<file path="src/hdl/lsd_pkg.sv">
// ----------------------------------------------------------------------------
// lsd_pkg - shared types and constants of the 3D line stepper
// Coordinate widths, word types of both channels, axis codes and the
// per-axis move code table.
// ----------------------------------------------------------------------------
package lsd_pkg;

	localparam int COORD_WIDTH = 16;
	// error terms span roughly (-2*max, 2*max]
	localparam int ERR_WIDTH = COORD_WIDTH + 3;

	localparam logic CMD_LOAD = 1'b0;
	localparam logic CMD_TICK = 1'b1;

	// direction bits of the move code: x+, y+, z-
	localparam logic [5:0] DIR_MASK = 6'd42;

	typedef enum logic [1:0] {
		AXIS_X = 2'd0,
		AXIS_Y = 2'd1,
		AXIS_Z = 2'd2
	} axis_t;

	typedef struct packed {
		logic                          cmd;
		logic signed [COORD_WIDTH-1:0] target_x;
		logic signed [COORD_WIDTH-1:0] target_y;
		logic signed [COORD_WIDTH-1:0] target_z;
	} cmd_word_t;

	typedef struct packed {
		logic [5:0] move_code;
		logic [5:0] stop_code;
		logic       stepped;
		logic       last;
		logic       rejected;
	} move_word_t;

	// step and direction bits for one axis
	function automatic logic [5:0] axis_step_code(input logic [1:0] axis, input logic neg);
		logic [5:0] bits;
		unique case (axis)
			AXIS_X:  bits = neg ? 6'd1 : 6'd3;
			AXIS_Y:  bits = neg ? 6'd4 : 6'd12;
			default: bits = neg ? 6'd48 : 6'd16;
		endcase
		return bits;
	endfunction

	// lead code three behaves as z
	function automatic axis_t lead_norm(input axis_t lead);
		axis_t ax;
		unique case (lead)
			AXIS_X:  ax = AXIS_X;
			AXIS_Y:  ax = AXIS_Y;
			default: ax = AXIS_Z;
		endcase
		return ax;
	endfunction

	function automatic axis_t minor_first(input axis_t lead);
		axis_t ax;
		unique case (lead)
			AXIS_Y:  ax = AXIS_X;
			default: ax = AXIS_Y;
		endcase
		return ax;
	endfunction

	function automatic axis_t minor_second(input axis_t lead);
		axis_t ax;
		unique case (lead)
			AXIS_X:  ax = AXIS_Z;
			AXIS_Y:  ax = AXIS_Z;
			default: ax = AXIS_X;
		endcase
		return ax;
	endfunction

endpackage

</file>
<file path="src/hdl/lsd_if.sv">
// ----------------------------------------------------------------------------
// lsd_if - valid/ready channels of the 3D line stepper
// Command channel (load or tick) and move result channel.
// ----------------------------------------------------------------------------
interface lsd_cmd_if import lsd_pkg::*; ();
	logic                          valid;
	logic                          ready;
	logic                          cmd;
	logic signed [COORD_WIDTH-1:0] target_x;
	logic signed [COORD_WIDTH-1:0] target_y;
	logic signed [COORD_WIDTH-1:0] target_z;

	modport source (output valid, cmd, target_x, target_y, target_z, input ready);
	modport sink   (input valid, cmd, target_x, target_y, target_z, output ready);
endinterface

interface lsd_move_if ();
	logic       valid;
	logic       ready;
	logic [5:0] move_code;
	logic [5:0] stop_code;
	logic       stepped;
	logic       last;
	logic       rejected;

	modport source (output valid, move_code, stop_code, stepped, last, rejected, input ready);
	modport sink   (input valid, move_code, stop_code, stepped, last, rejected, output ready);
endinterface

</file>
<file path="src/hdl/line_stepper_3d.sv">
// ----------------------------------------------------------------------------
// line_stepper_3d - 3D Bresenham line generator for stepper motors
// A load word sets a new target; a tick word in a running line steps the lead
// axis once and each minor axis with a positive error, giving one move word.
// ----------------------------------------------------------------------------
// Takes one command word per cycle unless the sink stalls, and returns one
// move word per command via the input register, then the result register.
// The step core updates its line state as each word enters the result
// register, so back to back ticks run at one step per clock unless the sink
// stalls; the result register lets the next command enter while a move word
// waits for the sink. Each line of target minus position takes exactly
// max|delta| ticks; loads while a line runs are dropped, flagged as rejected.
module line_stepper_3d import lsd_pkg::*; (
	input  logic        clk,
	input  logic        arst_n,
	lsd_cmd_if.sink     cmd_ch,
	lsd_move_if.source  move_ch
);

	cmd_word_t  word_s1;
	logic       valid_s1;
	move_word_t res;
	move_word_t res_q;
	logic       res_valid_q;
	logic       adv;
	logic       fire;

	assign adv          = !res_valid_q || move_ch.ready;
	assign fire         = valid_s1 && adv;
	assign cmd_ch.ready = !valid_s1 || adv;

	always_ff @(posedge clk or negedge arst_n) begin
		if (!arst_n) begin
			valid_s1    <= 1'b0;
			res_valid_q <= 1'b0;
		end else begin
			if (cmd_ch.ready) begin
				valid_s1 <= cmd_ch.valid;
			end
			if (adv) begin
				res_valid_q <= valid_s1;
			end
		end
	end

	always_ff @(posedge clk) begin
		if (cmd_ch.ready && cmd_ch.valid) begin
			word_s1 <= '{cmd:      cmd_ch.cmd,
			             target_x: cmd_ch.target_x,
			             target_y: cmd_ch.target_y,
			             target_z: cmd_ch.target_z};
		end
		if (fire) begin
			res_q <= res;
		end
	end

	lsd_core u_core (
		.clk    (clk),
		.arst_n (arst_n),
		.fire   (fire),
		.word   (word_s1),
		.res    (res)
	);

	assign move_ch.valid     = res_valid_q;
	assign move_ch.move_code = res_q.move_code;
	assign move_ch.stop_code = res_q.stop_code;
	assign move_ch.stepped   = res_q.stepped;
	assign move_ch.last      = res_q.last;
	assign move_ch.rejected  = res_q.rejected;

endmodule

</file>
<file path="src/hdl/lsd_core.sv">
// ----------------------------------------------------------------------------
// lsd_core - Bresenham state and step logic
// Holds position, lead axis, error terms and step count; applies one
// command word per fire strobe and presents its result combinationally.
// ----------------------------------------------------------------------------
module lsd_core import lsd_pkg::*; (
	input  logic       clk,
	input  logic       arst_n,
	input  logic       fire,
	input  cmd_word_t  word,
	output move_word_t res
);

	logic signed [COORD_WIDTH-1:0] pos_q [3];
	logic        [COORD_WIDTH-1:0] mag_q [3];
	axis_t                         lead_q;
	logic        [2:0]             neg_q;
	logic signed [ERR_WIDTH-1:0]   err_a_q;
	logic signed [ERR_WIDTH-1:0]   err_b_q;
	logic        [COORD_WIDTH-1:0] steps_q;
	logic                          busy_q;

	// load path
	logic signed [COORD_WIDTH-1:0] tgt     [3];
	logic signed [COORD_WIDTH:0]   diff    [3];
	logic        [COORD_WIDTH-1:0] ld_mag  [3];
	logic        [2:0]             ld_neg;
	axis_t                         ld_lead;
	axis_t                         ld_ma;
	axis_t                         ld_mb;
	logic signed [ERR_WIDTH-1:0]   ld_err_a;
	logic signed [ERR_WIDTH-1:0]   ld_err_b;
	logic        [COORD_WIDTH-1:0] ld_steps;

	// tick path
	axis_t                         lead;
	axis_t                         ma;
	axis_t                         mb;
	logic signed [ERR_WIDTH-1:0]   tw_lead;
	logic signed [ERR_WIDTH-1:0]   tw_a;
	logic signed [ERR_WIDTH-1:0]   tw_b;
	logic                          a_pos;
	logic                          b_pos;
	logic signed [ERR_WIDTH-1:0]   err_a_n;
	logic signed [ERR_WIDTH-1:0]   err_b_n;
	logic        [2:0]             stepv;
	logic signed [COORD_WIDTH-1:0] pos_n   [3];
	logic        [5:0]             mv;

	assign tgt[0] = word.target_x;
	assign tgt[1] = word.target_y;
	assign tgt[2] = word.target_z;

	always_comb begin
		for (int k = 0; k < 3; k++) begin
			diff[k] = {tgt[k][COORD_WIDTH-1], tgt[k]} - {pos_q[k][COORD_WIDTH-1], pos_q[k]};
			ld_neg[k] = diff[k][COORD_WIDTH];
			ld_mag[k] = ld_neg[k] ? (~diff[k][COORD_WIDTH-1:0] + 1'b1)
			                      : diff[k][COORD_WIDTH-1:0];
		end
		// ties go to x, then y
		if (ld_mag[0] >= ld_mag[1] && ld_mag[0] >= ld_mag[2]) begin
			ld_lead = AXIS_X;
		end else if (ld_mag[1] >= ld_mag[2]) begin
			ld_lead = AXIS_Y;
		end else begin
			ld_lead = AXIS_Z;
		end
		ld_ma    = minor_first(ld_lead);
		ld_mb    = minor_second(ld_lead);
		ld_steps = ld_mag[ld_lead];
		ld_err_a = $signed({2'b00, ld_mag[ld_ma], 1'b0}) - $signed({3'b000, ld_steps});
		ld_err_b = $signed({2'b00, ld_mag[ld_mb], 1'b0}) - $signed({3'b000, ld_steps});
	end

	always_comb begin
		lead    = lead_norm(lead_q);
		ma      = minor_first(lead);
		mb      = minor_second(lead);
		tw_lead = $signed({2'b00, mag_q[lead], 1'b0});
		tw_a    = $signed({2'b00, mag_q[ma], 1'b0});
		tw_b    = $signed({2'b00, mag_q[mb], 1'b0});
		a_pos   = !err_a_q[ERR_WIDTH-1] && (err_a_q != '0);
		b_pos   = !err_b_q[ERR_WIDTH-1] && (err_b_q != '0);
		err_a_n = err_a_q - (a_pos ? tw_lead : '0) + tw_a;
		err_b_n = err_b_q - (b_pos ? tw_lead : '0) + tw_b;
		stepv       = '0;
		stepv[lead] = 1'b1;
		if (a_pos) stepv[ma] = 1'b1;
		if (b_pos) stepv[mb] = 1'b1;
		mv = '0;
		for (int k = 0; k < 3; k++) begin
			if (stepv[k]) begin
				mv = mv | axis_step_code(2'(k), neg_q[k]);
			end
			if (!stepv[k]) begin
				pos_n[k] = pos_q[k];
			end else if (neg_q[k]) begin
				pos_n[k] = pos_q[k] - COORD_WIDTH'(1);
			end else begin
				pos_n[k] = pos_q[k] + COORD_WIDTH'(1);
			end
		end
	end

	always_comb begin
		res = '0;
		if (word.cmd == CMD_LOAD) begin
			res.rejected = busy_q;
		end else if (busy_q) begin
			res.move_code = mv;
			res.stop_code = mv & DIR_MASK;
			res.stepped   = 1'b1;
			res.last      = (steps_q == COORD_WIDTH'(1));
		end
	end

	always_ff @(posedge clk or negedge arst_n) begin
		if (!arst_n) begin
			for (int k = 0; k < 3; k++) begin
				pos_q[k] <= '0;
				mag_q[k] <= '0;
			end
			lead_q  <= AXIS_X;
			neg_q   <= '0;
			err_a_q <= '0;
			err_b_q <= '0;
			steps_q <= '0;
			busy_q  <= 1'b0;
		end else if (fire) begin
			if (word.cmd == CMD_LOAD) begin
				if (!busy_q) begin
					for (int k = 0; k < 3; k++) begin
						mag_q[k] <= ld_mag[k];
					end
					neg_q   <= ld_neg;
					lead_q  <= ld_lead;
					err_a_q <= ld_err_a;
					err_b_q <= ld_err_b;
					steps_q <= ld_steps;
					busy_q  <= (ld_steps != '0);
				end
			end else if (busy_q) begin
				for (int k = 0; k < 3; k++) begin
					pos_q[k] <= pos_n[k];
				end
				err_a_q <= err_a_n;
				err_b_q <= err_b_n;
				steps_q <= steps_q - COORD_WIDTH'(1);
				if (steps_q == COORD_WIDTH'(1)) begin
					busy_q <= 1'b0;
				end
			end
		end
	end

	// a running line always has steps left; an idle block has none
	a_busy_steps: assert property (@(posedge clk) disable iff (!arst_n)
		busy_q |-> (steps_q != '0))
		else $error("busy with zero steps left");

	a_idle_steps: assert property (@(posedge clk) disable iff (!arst_n)
		!busy_q |-> (steps_q == '0))
		else $error("idle with steps left");

	a_last_ends: assert property (@(posedge clk) disable iff (!arst_n)
		(fire && res.last) |=> !busy_q)
		else $error("line still running after its last step");

	a_lead_steps: assert property (@(posedge clk) disable iff (!arst_n)
		(fire && res.stepped) |-> (res.move_code[2*lead] == 1'b1))
		else $error("tick without a lead axis step");

endmodule

</file>
<file path="src/flat_wrapper.sv">
// flat-port wrapper written by rule: the top's interface ports become plain ports
module line_stepper_3d_flat import lsd_pkg::*;
  (clk, arst_n, cmd_ch_valid, cmd_ch_cmd, cmd_ch_target_x, cmd_ch_target_y, cmd_ch_target_z, cmd_ch_ready, move_ch_valid, move_ch_move_code, move_ch_stop_code, move_ch_stepped, move_ch_last, move_ch_rejected, move_ch_ready);
  lsd_cmd_if cmd_ch_i ();
  lsd_move_if move_ch_i ();
  input  logic clk;
  input  logic arst_n;
  input wire logic [$bits(cmd_ch_i.valid)-1:0] cmd_ch_valid;
  input wire logic [$bits(cmd_ch_i.cmd)-1:0] cmd_ch_cmd;
  input wire logic [$bits(cmd_ch_i.target_x)-1:0] cmd_ch_target_x;
  input wire logic [$bits(cmd_ch_i.target_y)-1:0] cmd_ch_target_y;
  input wire logic [$bits(cmd_ch_i.target_z)-1:0] cmd_ch_target_z;
  output wire logic [$bits(cmd_ch_i.ready)-1:0] cmd_ch_ready;
  output wire logic [$bits(move_ch_i.valid)-1:0] move_ch_valid;
  output wire logic [$bits(move_ch_i.move_code)-1:0] move_ch_move_code;
  output wire logic [$bits(move_ch_i.stop_code)-1:0] move_ch_stop_code;
  output wire logic [$bits(move_ch_i.stepped)-1:0] move_ch_stepped;
  output wire logic [$bits(move_ch_i.last)-1:0] move_ch_last;
  output wire logic [$bits(move_ch_i.rejected)-1:0] move_ch_rejected;
  input wire logic [$bits(move_ch_i.ready)-1:0] move_ch_ready;
  assign cmd_ch_i.valid = cmd_ch_valid;
  assign cmd_ch_i.cmd = cmd_ch_cmd;
  assign cmd_ch_i.target_x = cmd_ch_target_x;
  assign cmd_ch_i.target_y = cmd_ch_target_y;
  assign cmd_ch_i.target_z = cmd_ch_target_z;
  assign cmd_ch_ready = cmd_ch_i.ready;
  assign move_ch_valid = move_ch_i.valid;
  assign move_ch_move_code = move_ch_i.move_code;
  assign move_ch_stop_code = move_ch_i.stop_code;
  assign move_ch_stepped = move_ch_i.stepped;
  assign move_ch_last = move_ch_i.last;
  assign move_ch_rejected = move_ch_i.rejected;
  assign move_ch_i.ready = move_ch_ready;
  line_stepper_3d u_core (.clk(clk), .arst_n(arst_n), .cmd_ch(cmd_ch_i), .move_ch(move_ch_i));
endmodule
</file>
<file path="config.mk">
export PLATFORM = sky130hd
export DESIGN_NAME = line_stepper_3d_flat
export DESIGN_NICKNAME = d
export VERILOG_FILES = /design/src/hdl/lsd_pkg.sv /design/src/hdl/lsd_if.sv /design/src/hdl/line_stepper_3d.sv /design/src/hdl/lsd_core.sv /design/src/flat_wrapper.sv
export SDC_FILE = /design/constraint.sdc
export NUM_CORES = 1
export LEC_CHECK = 0
export BUFFER_PORTS_ARGS = -buffer_cell sky130_fd_sc_hd__buf_2
export CORE_MARGIN = 2
export CORE_UTILIZATION = 40
export CTS_CLUSTER_DIAMETER = 50
export DETAILED_ROUTE_END_ITERATION = 12
export PLACE_DENSITY = 0.57
export REMOVE_ABC_BUFFERS = 1
export SLEW_MARGIN = 0
export SYNTH_ARGS = -nofsm -noshare
export SYNTH_HDL_FRONTEND = slang
export SYNTH_SLANG_ARGS = --single-unit
</file>
<file path="constraint.sdc">
create_clock -name clk -period 9.25 [get_ports clk]
set_input_delay 1.85 -clock clk [delete_from_list [all_inputs] [get_ports clk]]
set_output_delay 1.85 -clock clk [all_outputs]
set_load 0.05 [all_outputs]
</file>
# Word-level counts from Yosys, hierarchy flattened
# Cells that the tools add are included.
# Widths: inputs -> output; s select.
# word_totals
regBits,222
word_cells,170
output_inout_bits,17
# classes
bitwise,15
reduce_logical,28
eq_ne,6
addsub,19
mux,63
magnitude_cmp,15
# ops
operator,count
$mux 16,21
$bmux 16 s2,6
$mux 19,6
$sub 16x16->17,3
$add 16x1->16 const B,3
$add 16x2->16 const B,3
$ge 16x16->1,3
$not 16->16,3
$sub 16x2->16 const B,3
$add 19x17->19,2
$reduce_bool 19->1,2
$sub 19x17->19,2
$sub 17x16->18,2
$mux 17,2
$mux 6,5
$ge 3x3->1 const B,6
$not 2->3,6
$eq 16x1->1 const B,1
$reduce_bool 16->1,1
$sub 16x1->16 const B,1
$mux 2,7
$or 6x6->6,2
$reduce_and 4->1,3
$lt 2x3->1 const B,3
other kinds (18),50

# Depth between registers and ports, before layout
# logic_depth
word_depth,17
mapped_depth,46

# Hierarchy
# From an unflattened synthesis, not the netlist that was laid out.
# hier_totals
cells_unflattened,2432
hier_area_um2,20409.6
# modules_own_cells
module,area_each_um2,n_inst,cells_per_inst,seq_area_each_um2
lsd_core,18383.9,1,2360,3878.7
line_stepper_3d,2025.7,1,72,1971.9

# Least setup slack after synthesis
# Ideal clock, no wire load.
# synth_timing
kind,flip-flop to flip-flop
startpoint,register u_core.u_core.pos_q[0] (netlist bit)
endpoint,register u_core.u_core.err_a_q[16]
stages_incl_launch_ff,42
t_arrival_ns,8.005
period_less_slack_ns,8.126
path_buffers,4
required_ns,9.129
setup_slack_ns,1.124
path_cell_list,dfrtp_1 -> ha_1 -> fa_1 -> nand2b_1 -> a211oi_2 -> or2_1 -> buf_2 -> nor4b_1 -> a311oi_2 -> or2_1 -> nand2b_1 -> nand2_1 -> xnor2_1 -> ha_1 -> o211ai_1 -> o21a_1 -> maj3_1 -> a221o_1 -> [6 not listed] -> ha_1 -> nor2b_1 -> o21ai_0 -> a21oi_1 -> o21ai_0 -> a21boi_0 -> o21ai_0 -> a21boi_0 -> o21ai_0 -> a21boi_0 -> o21ai_0 -> nand2b_1 -> a21o_1 -> a21oi_1 -> o21ai_0 -> xnor2_1 -> o21ai_0 -> o21ai_1
# synth_between
elab_chain_len,16
word_cells_on_any_way,22
# synth_lines
item,line,text
from (decl),lsd_core.sv:14,logic signed [COORD_WIDTH-1:0] pos_q [3];
"from (signal, indexed assignment)",lsd_core.sv:145,pos_q[k] <= pos_n[k];
$sub 16x16->17 (*),lsd_core.sv:56,"diff[k] = {tgt[k][COORD_WIDTH-1], tgt[k]} - {pos_q[k][COORD_WIDTH-1], pos_q[k]};"
$not 16->16,lsd_core.sv:58,ld_mag[k] = ld_neg[k] ? (~diff[k][COORD_WIDTH-1:0] + 1'b1)
$add 16x1->16,lsd_core.sv:58,
$mux 16 (*),lsd_core.sv:58,
"$ge 16x16->1, on equally long branches","lsd_core.sv:64, lsd_core.sv:62",
$mux 2 / $logic_and 1x1->1 (equally long branches),"lsd_core.sv:64, lsd_core.sv:62",
$mux 2,lsd_core.sv:62,if (ld_mag[0] >= ld_mag[1] && ld_mag[0] >= ld_mag[2]) begin
$eq 2x1->1,lsd_pkg.sv:63,unique case (lead)
$mux 1,lsd_pkg.sv:63,
$not 2->3 (implied by the code),lsd_core.sv:72,"ld_err_a = $signed({2'b00, ld_mag[ld_ma], 1'b0}) - $signed({3'b000, ld_steps});"
$bmux 16 s2,lsd_core.sv:72,
$mux 16 (implied by the code) (2 in a row),lsd_core.sv:72,
$sub 17x16->18 (*),lsd_core.sv:72,
$mux 19 (*),lsd_core.sv:132,if (!busy_q) begin
$mux 19 (*),lsd_core.sv:131,if (word.cmd == CMD_LOAD) begin
to (signal assigned),lsd_core.sv:138,err_a_q <= ld_err_a;
to (signal assigned),lsd_core.sv:147,err_a_q <= err_a_n;
to (decl),lsd_core.sv:18,logic signed [ERR_WIDTH-1:0] err_a_q;
# Mark *: on every way between the ends. The rest lies on a longest branch, timed or not. The select of a mux whose other input is x is not followed.
# A chain may end at the register's enable or synchronous reset.

# Worst setup path after layout
# layout_timing
startpoint,register u_core.u_core.pos_q[0] (netlist bit)
endpoint,register u_core.u_core.err_b_q[16]
# layout_between
elab_chain_len,17
word_cells_on_any_way,24
# layout_lines
item,line,text
$sub 16x16->17 (*),lsd_core.sv:56,
$not 16->16,lsd_core.sv:58,
$add 16x1->16,lsd_core.sv:58,
$mux 16 (*),lsd_core.sv:58,
"$ge 16x16->1, on equally long branches","lsd_core.sv:64, lsd_core.sv:62",
$mux 2 / $logic_and 1x1->1 (equally long branches),"lsd_core.sv:64, lsd_core.sv:62",
$mux 2,lsd_core.sv:62,
$eq 2x1->1 / $logic_not 2->1 (equally long branches),lsd_pkg.sv:72,unique case (lead)
$reduce_or 2->1 (no source line),n/a,
$mux 2,lsd_pkg.sv:72,
$not 2->3 (implied by the code),lsd_core.sv:73,"ld_err_b = $signed({2'b00, ld_mag[ld_mb], 1'b0}) - $signed({3'b000, ld_steps});"
$bmux 16 s2,lsd_core.sv:73,
$mux 16 (implied by the code) (2 in a row),lsd_core.sv:73,
$sub 17x16->18 (*),lsd_core.sv:73,
$mux 19 (*),lsd_core.sv:132,
$mux 19 (*),lsd_core.sv:131,
to (signal assigned),lsd_core.sv:139,err_b_q <= ld_err_b;
to (signal assigned),lsd_core.sv:148,err_b_q <= err_b_n;
to (decl),lsd_core.sv:19,logic signed [ERR_WIDTH-1:0] err_b_q;
# Marks and branches as above.

==> results.md <==
- Most area-consuming cells after synthesis: dfrtp_1 19%, ha_1 12%, edfxtp_1 8.6%
- PortBufs: 66
- Outcome: complete, no violations
- Cell Rows: 82
- Synth Flop Type: dfrtp_1
- Min-Delay Path Class: register to register
- Worst setup EP type: register
- Final WL: 57300 um
- Antenna fix cells: 0
- Top cell by count, worst path: a21oi_1
- Synthesized-area fraction occupied by adder cells: 16.5%
- Post-synth top cells: 271 x inv_1, 217 x nand2_1, 198 x ha_1, 193 x o21ai_0, 186 x a21oi_1
- CTS Buf Count: 34
- Layout area overhead: 12.2%
- Post-DP HPWL: 44500 um
- Startpoint Class: register
- TritonCTS clock tree: built
- Share of layout cells above drive strength 1: 11.5%
- Post-synth ARST share: 73.0%
- Synth Instances: 2366
- Share of the synthesized area in the top cell type: 19.4%
- Count leader, synth: inv_1
- Clk sinks: 215
- Largest stage delay on the critical path: 0.47 ns
- Final net count: 2747
- Critical Path RT: 9.65 ns
- CTS max path bufs: 3
- Root Driver: clkbuf_16
- First-pass GRT wire length: 92100 um
- Synth area leader: dfrtp_1
- Final Wtd Congestion: 0.926
- Max-cap violations: 0
- Die Ht: 229 um
- ANT nets after route: 0
- Initial antenna violation count: 0
- CP max FO: 13
- Total gr overflow: 0
- Mean area per synthesized cell: 8.54 um^2
- DR pass1 iterations: 8
- CP Class: register to register
- Max Freq: 0.116 GHz
- Die ar.: 52300 um^2
- Core ar.: 50100 um^2
- Number of DRC markers in iteration 0: 1130
- Total GRT Usage: 22.0%
- Final Hold Violating Endpoints: 0
- H-tree depth: 2
- Final Cycle Share: 93.3%
- XOR/XNOR Fraction of Synth Area: 7.45%
- Synth Area in Compound Gates: 21.5%
- Vias in the first global route: 16900
- Area of the mapped netlist: 20200 um^2
- Worst EP arrival: 9.04 ns
- # IOs: 70
- Netlist cell types: 107
- Post-synthesis mux area share: 5.06%
- Main combinational cell family by area after synthesis: compound AO/OA/AOI/OAI gates
- Area share of and/or/nand/nor cells after synthesis: 14.2%
- Sequential area share after synthesis: 28.1%
- Layout Skew: 0.0271 ns
- Via count: 17000
- Routed len/inst: 18.2 um
- Largest net degree at the start of global routing: 104
- Die W: 229 um
- Post-DR vias/cell: 5.38
- Worst rel slew slack: 29.5%
- EDFF count, synth: 58
- Fill cell count: 4962
- Initial Util: 40.4%
- Clock insertion delay at the later pin of the skew report: 0.55 ns
- Final setup viols: 0
- Drc violations: 0
- Final TNS setup: 0 ns
- Slowest CP cell: fa_1
- Number of synthesized register bits: 215
- Clk slew on worst S/H paths: 0.05 ns
- Ys Warns: 0
- Minimum clock period after layout: 8.63 ns
- Final Max Slew Viols: 0
- Measured slew at the worst slew-check pin: 1.06 ns
## registers in the layout (all words and copies together), names as in the netlist, 2 cells and up
name                      flops
u_core.move_ch.move_code      3
u_core.move_ch.stop_code      3
u_core.u_core.err_a_q        19
u_core.u_core.err_b_q        18
u_core.u_core.lead_q          2
u_core.u_core.mag_q          48
u_core.u_core.neg_q           3
u_core.u_core.pos_q          48
u_core.u_core.steps_q        16
u_core.word_s1               49
## critical path: cells and delay by family (launching register included)
| family | cells | cell delay (ns) |
|---|---|---|
| AOI/OAI and AO/OA | 20 | 4.00 |
| xor gates and xnor gates | 2 | 0.38 |
| adders and majority gates | 5 | 1.87 |
| buffers and inverters | 1 | 0.10 |
| DFF | 1 | 0.42 |
| muxes | 1 | 0.14 |
| and+or+nand+nor | 10 | 1.61 |
## per-stage QoR
step           hold WS, ns  setup WS [ns]  utilization [%]  area (um^2)  instances
2_1_floorplan        0.456        -0.0540                -        19800       2286
6_report             0.490          0.619             45.3        22700       3151
4_1_cts              0.488          0.235             45.2        22600       3150
3_5_place_dp         0.477          0.272             42.9        21500       3089
3_3_place_gp         0.464          0.459             42.9        21500       3089
5_1_grt              0.522       -0.00909             45.3        22700       3151
## timing repair
action | in CTS | in global routing
setup endpoints to repair | 0 | 6
resized for setup | 0 | 22
hold buffers | 0 | 0
setup buffers | 0 | 1
## routing by layer
metal	vias to the layer above	GRT usage [%]	share of wire, %
li1	8458	-	-
met1	8065	29.5	46
met2	353	36.2	46
met3	85	3.37	4.7
met4	0	7.53	3.1
met5	-	0	0
## final timing paths
kind                       depth (start not counted)                         to  slack [ns]                    from
max in group asynchronous                          2    u_core.u_core.pos_q[31]        6.26                  arst_n
min in group asynchronous                          1     u_core.u_core.mag_q[5]        1.40                  arst_n
setup / recovery                                  39  u_core.u_core.err_b_q[16]        0.62  u_core.u_core.pos_q[0]
hold / removal                                     1       u_core.move_ch.valid        0.49         u_core.valid_s1
setup reg to reg                                  39  u_core.u_core.err_b_q[16]        0.62  u_core.u_core.pos_q[0]
hold reg to reg                                    1       u_core.move_ch.valid        0.49         u_core.valid_s1
## layout by cell type (no fill, tap or decap), drive strengths merged, types with 21 or more instances in the layout
cell    netlist  routed
inv         271     278
nand2       217     217
o21ai       212     212
ha          198     198
a21oi       193     193
nor2        181     181
dfrtp       157     157
buf          26     132
xnor2       114     114
mux2i        92      92
edfxtp       58      58
xor2         55      55
fa           42      42
clkbuf       55      41
nor3         37      37
o21bai       37      37
a21o         31      31
a211oi       29      29
nand2b       28      28
o211ai       23      23
a21boi       22      22
nand3        21      21
and2         21      21
## cells by family (layout without fill, tap and decap cells)
kind of cell | after synthesis | count (layout)
flops | 215 | 215
xor+xnor | 169 | 169
mux | 101 | 101
simple gates | 610 | 610
fa+ha+maj | 242 | 242
other cells | 1 | 3
buf+inv | 353 | 464
compound gates | 675 | 675
## cell type report
type / count / area (um^2) / share of cell area, %
clock inverter: 20 / 221 / 0.976
clock buffer: 41 / 897 / 3.95
inverter: 271 / 1020 / 4.48
multi-input combinational: 1800 / 13200 / 58.2
tap: 672 / 841 / 3.71
timing repair buffer: 132 / 832 / 3.67
sequential: 215 / 5670 / 25.0
Power is left out: the tool's default activity adds up to more than one toggle a clock period on the data nets, which glitch-free logic cannot reach.
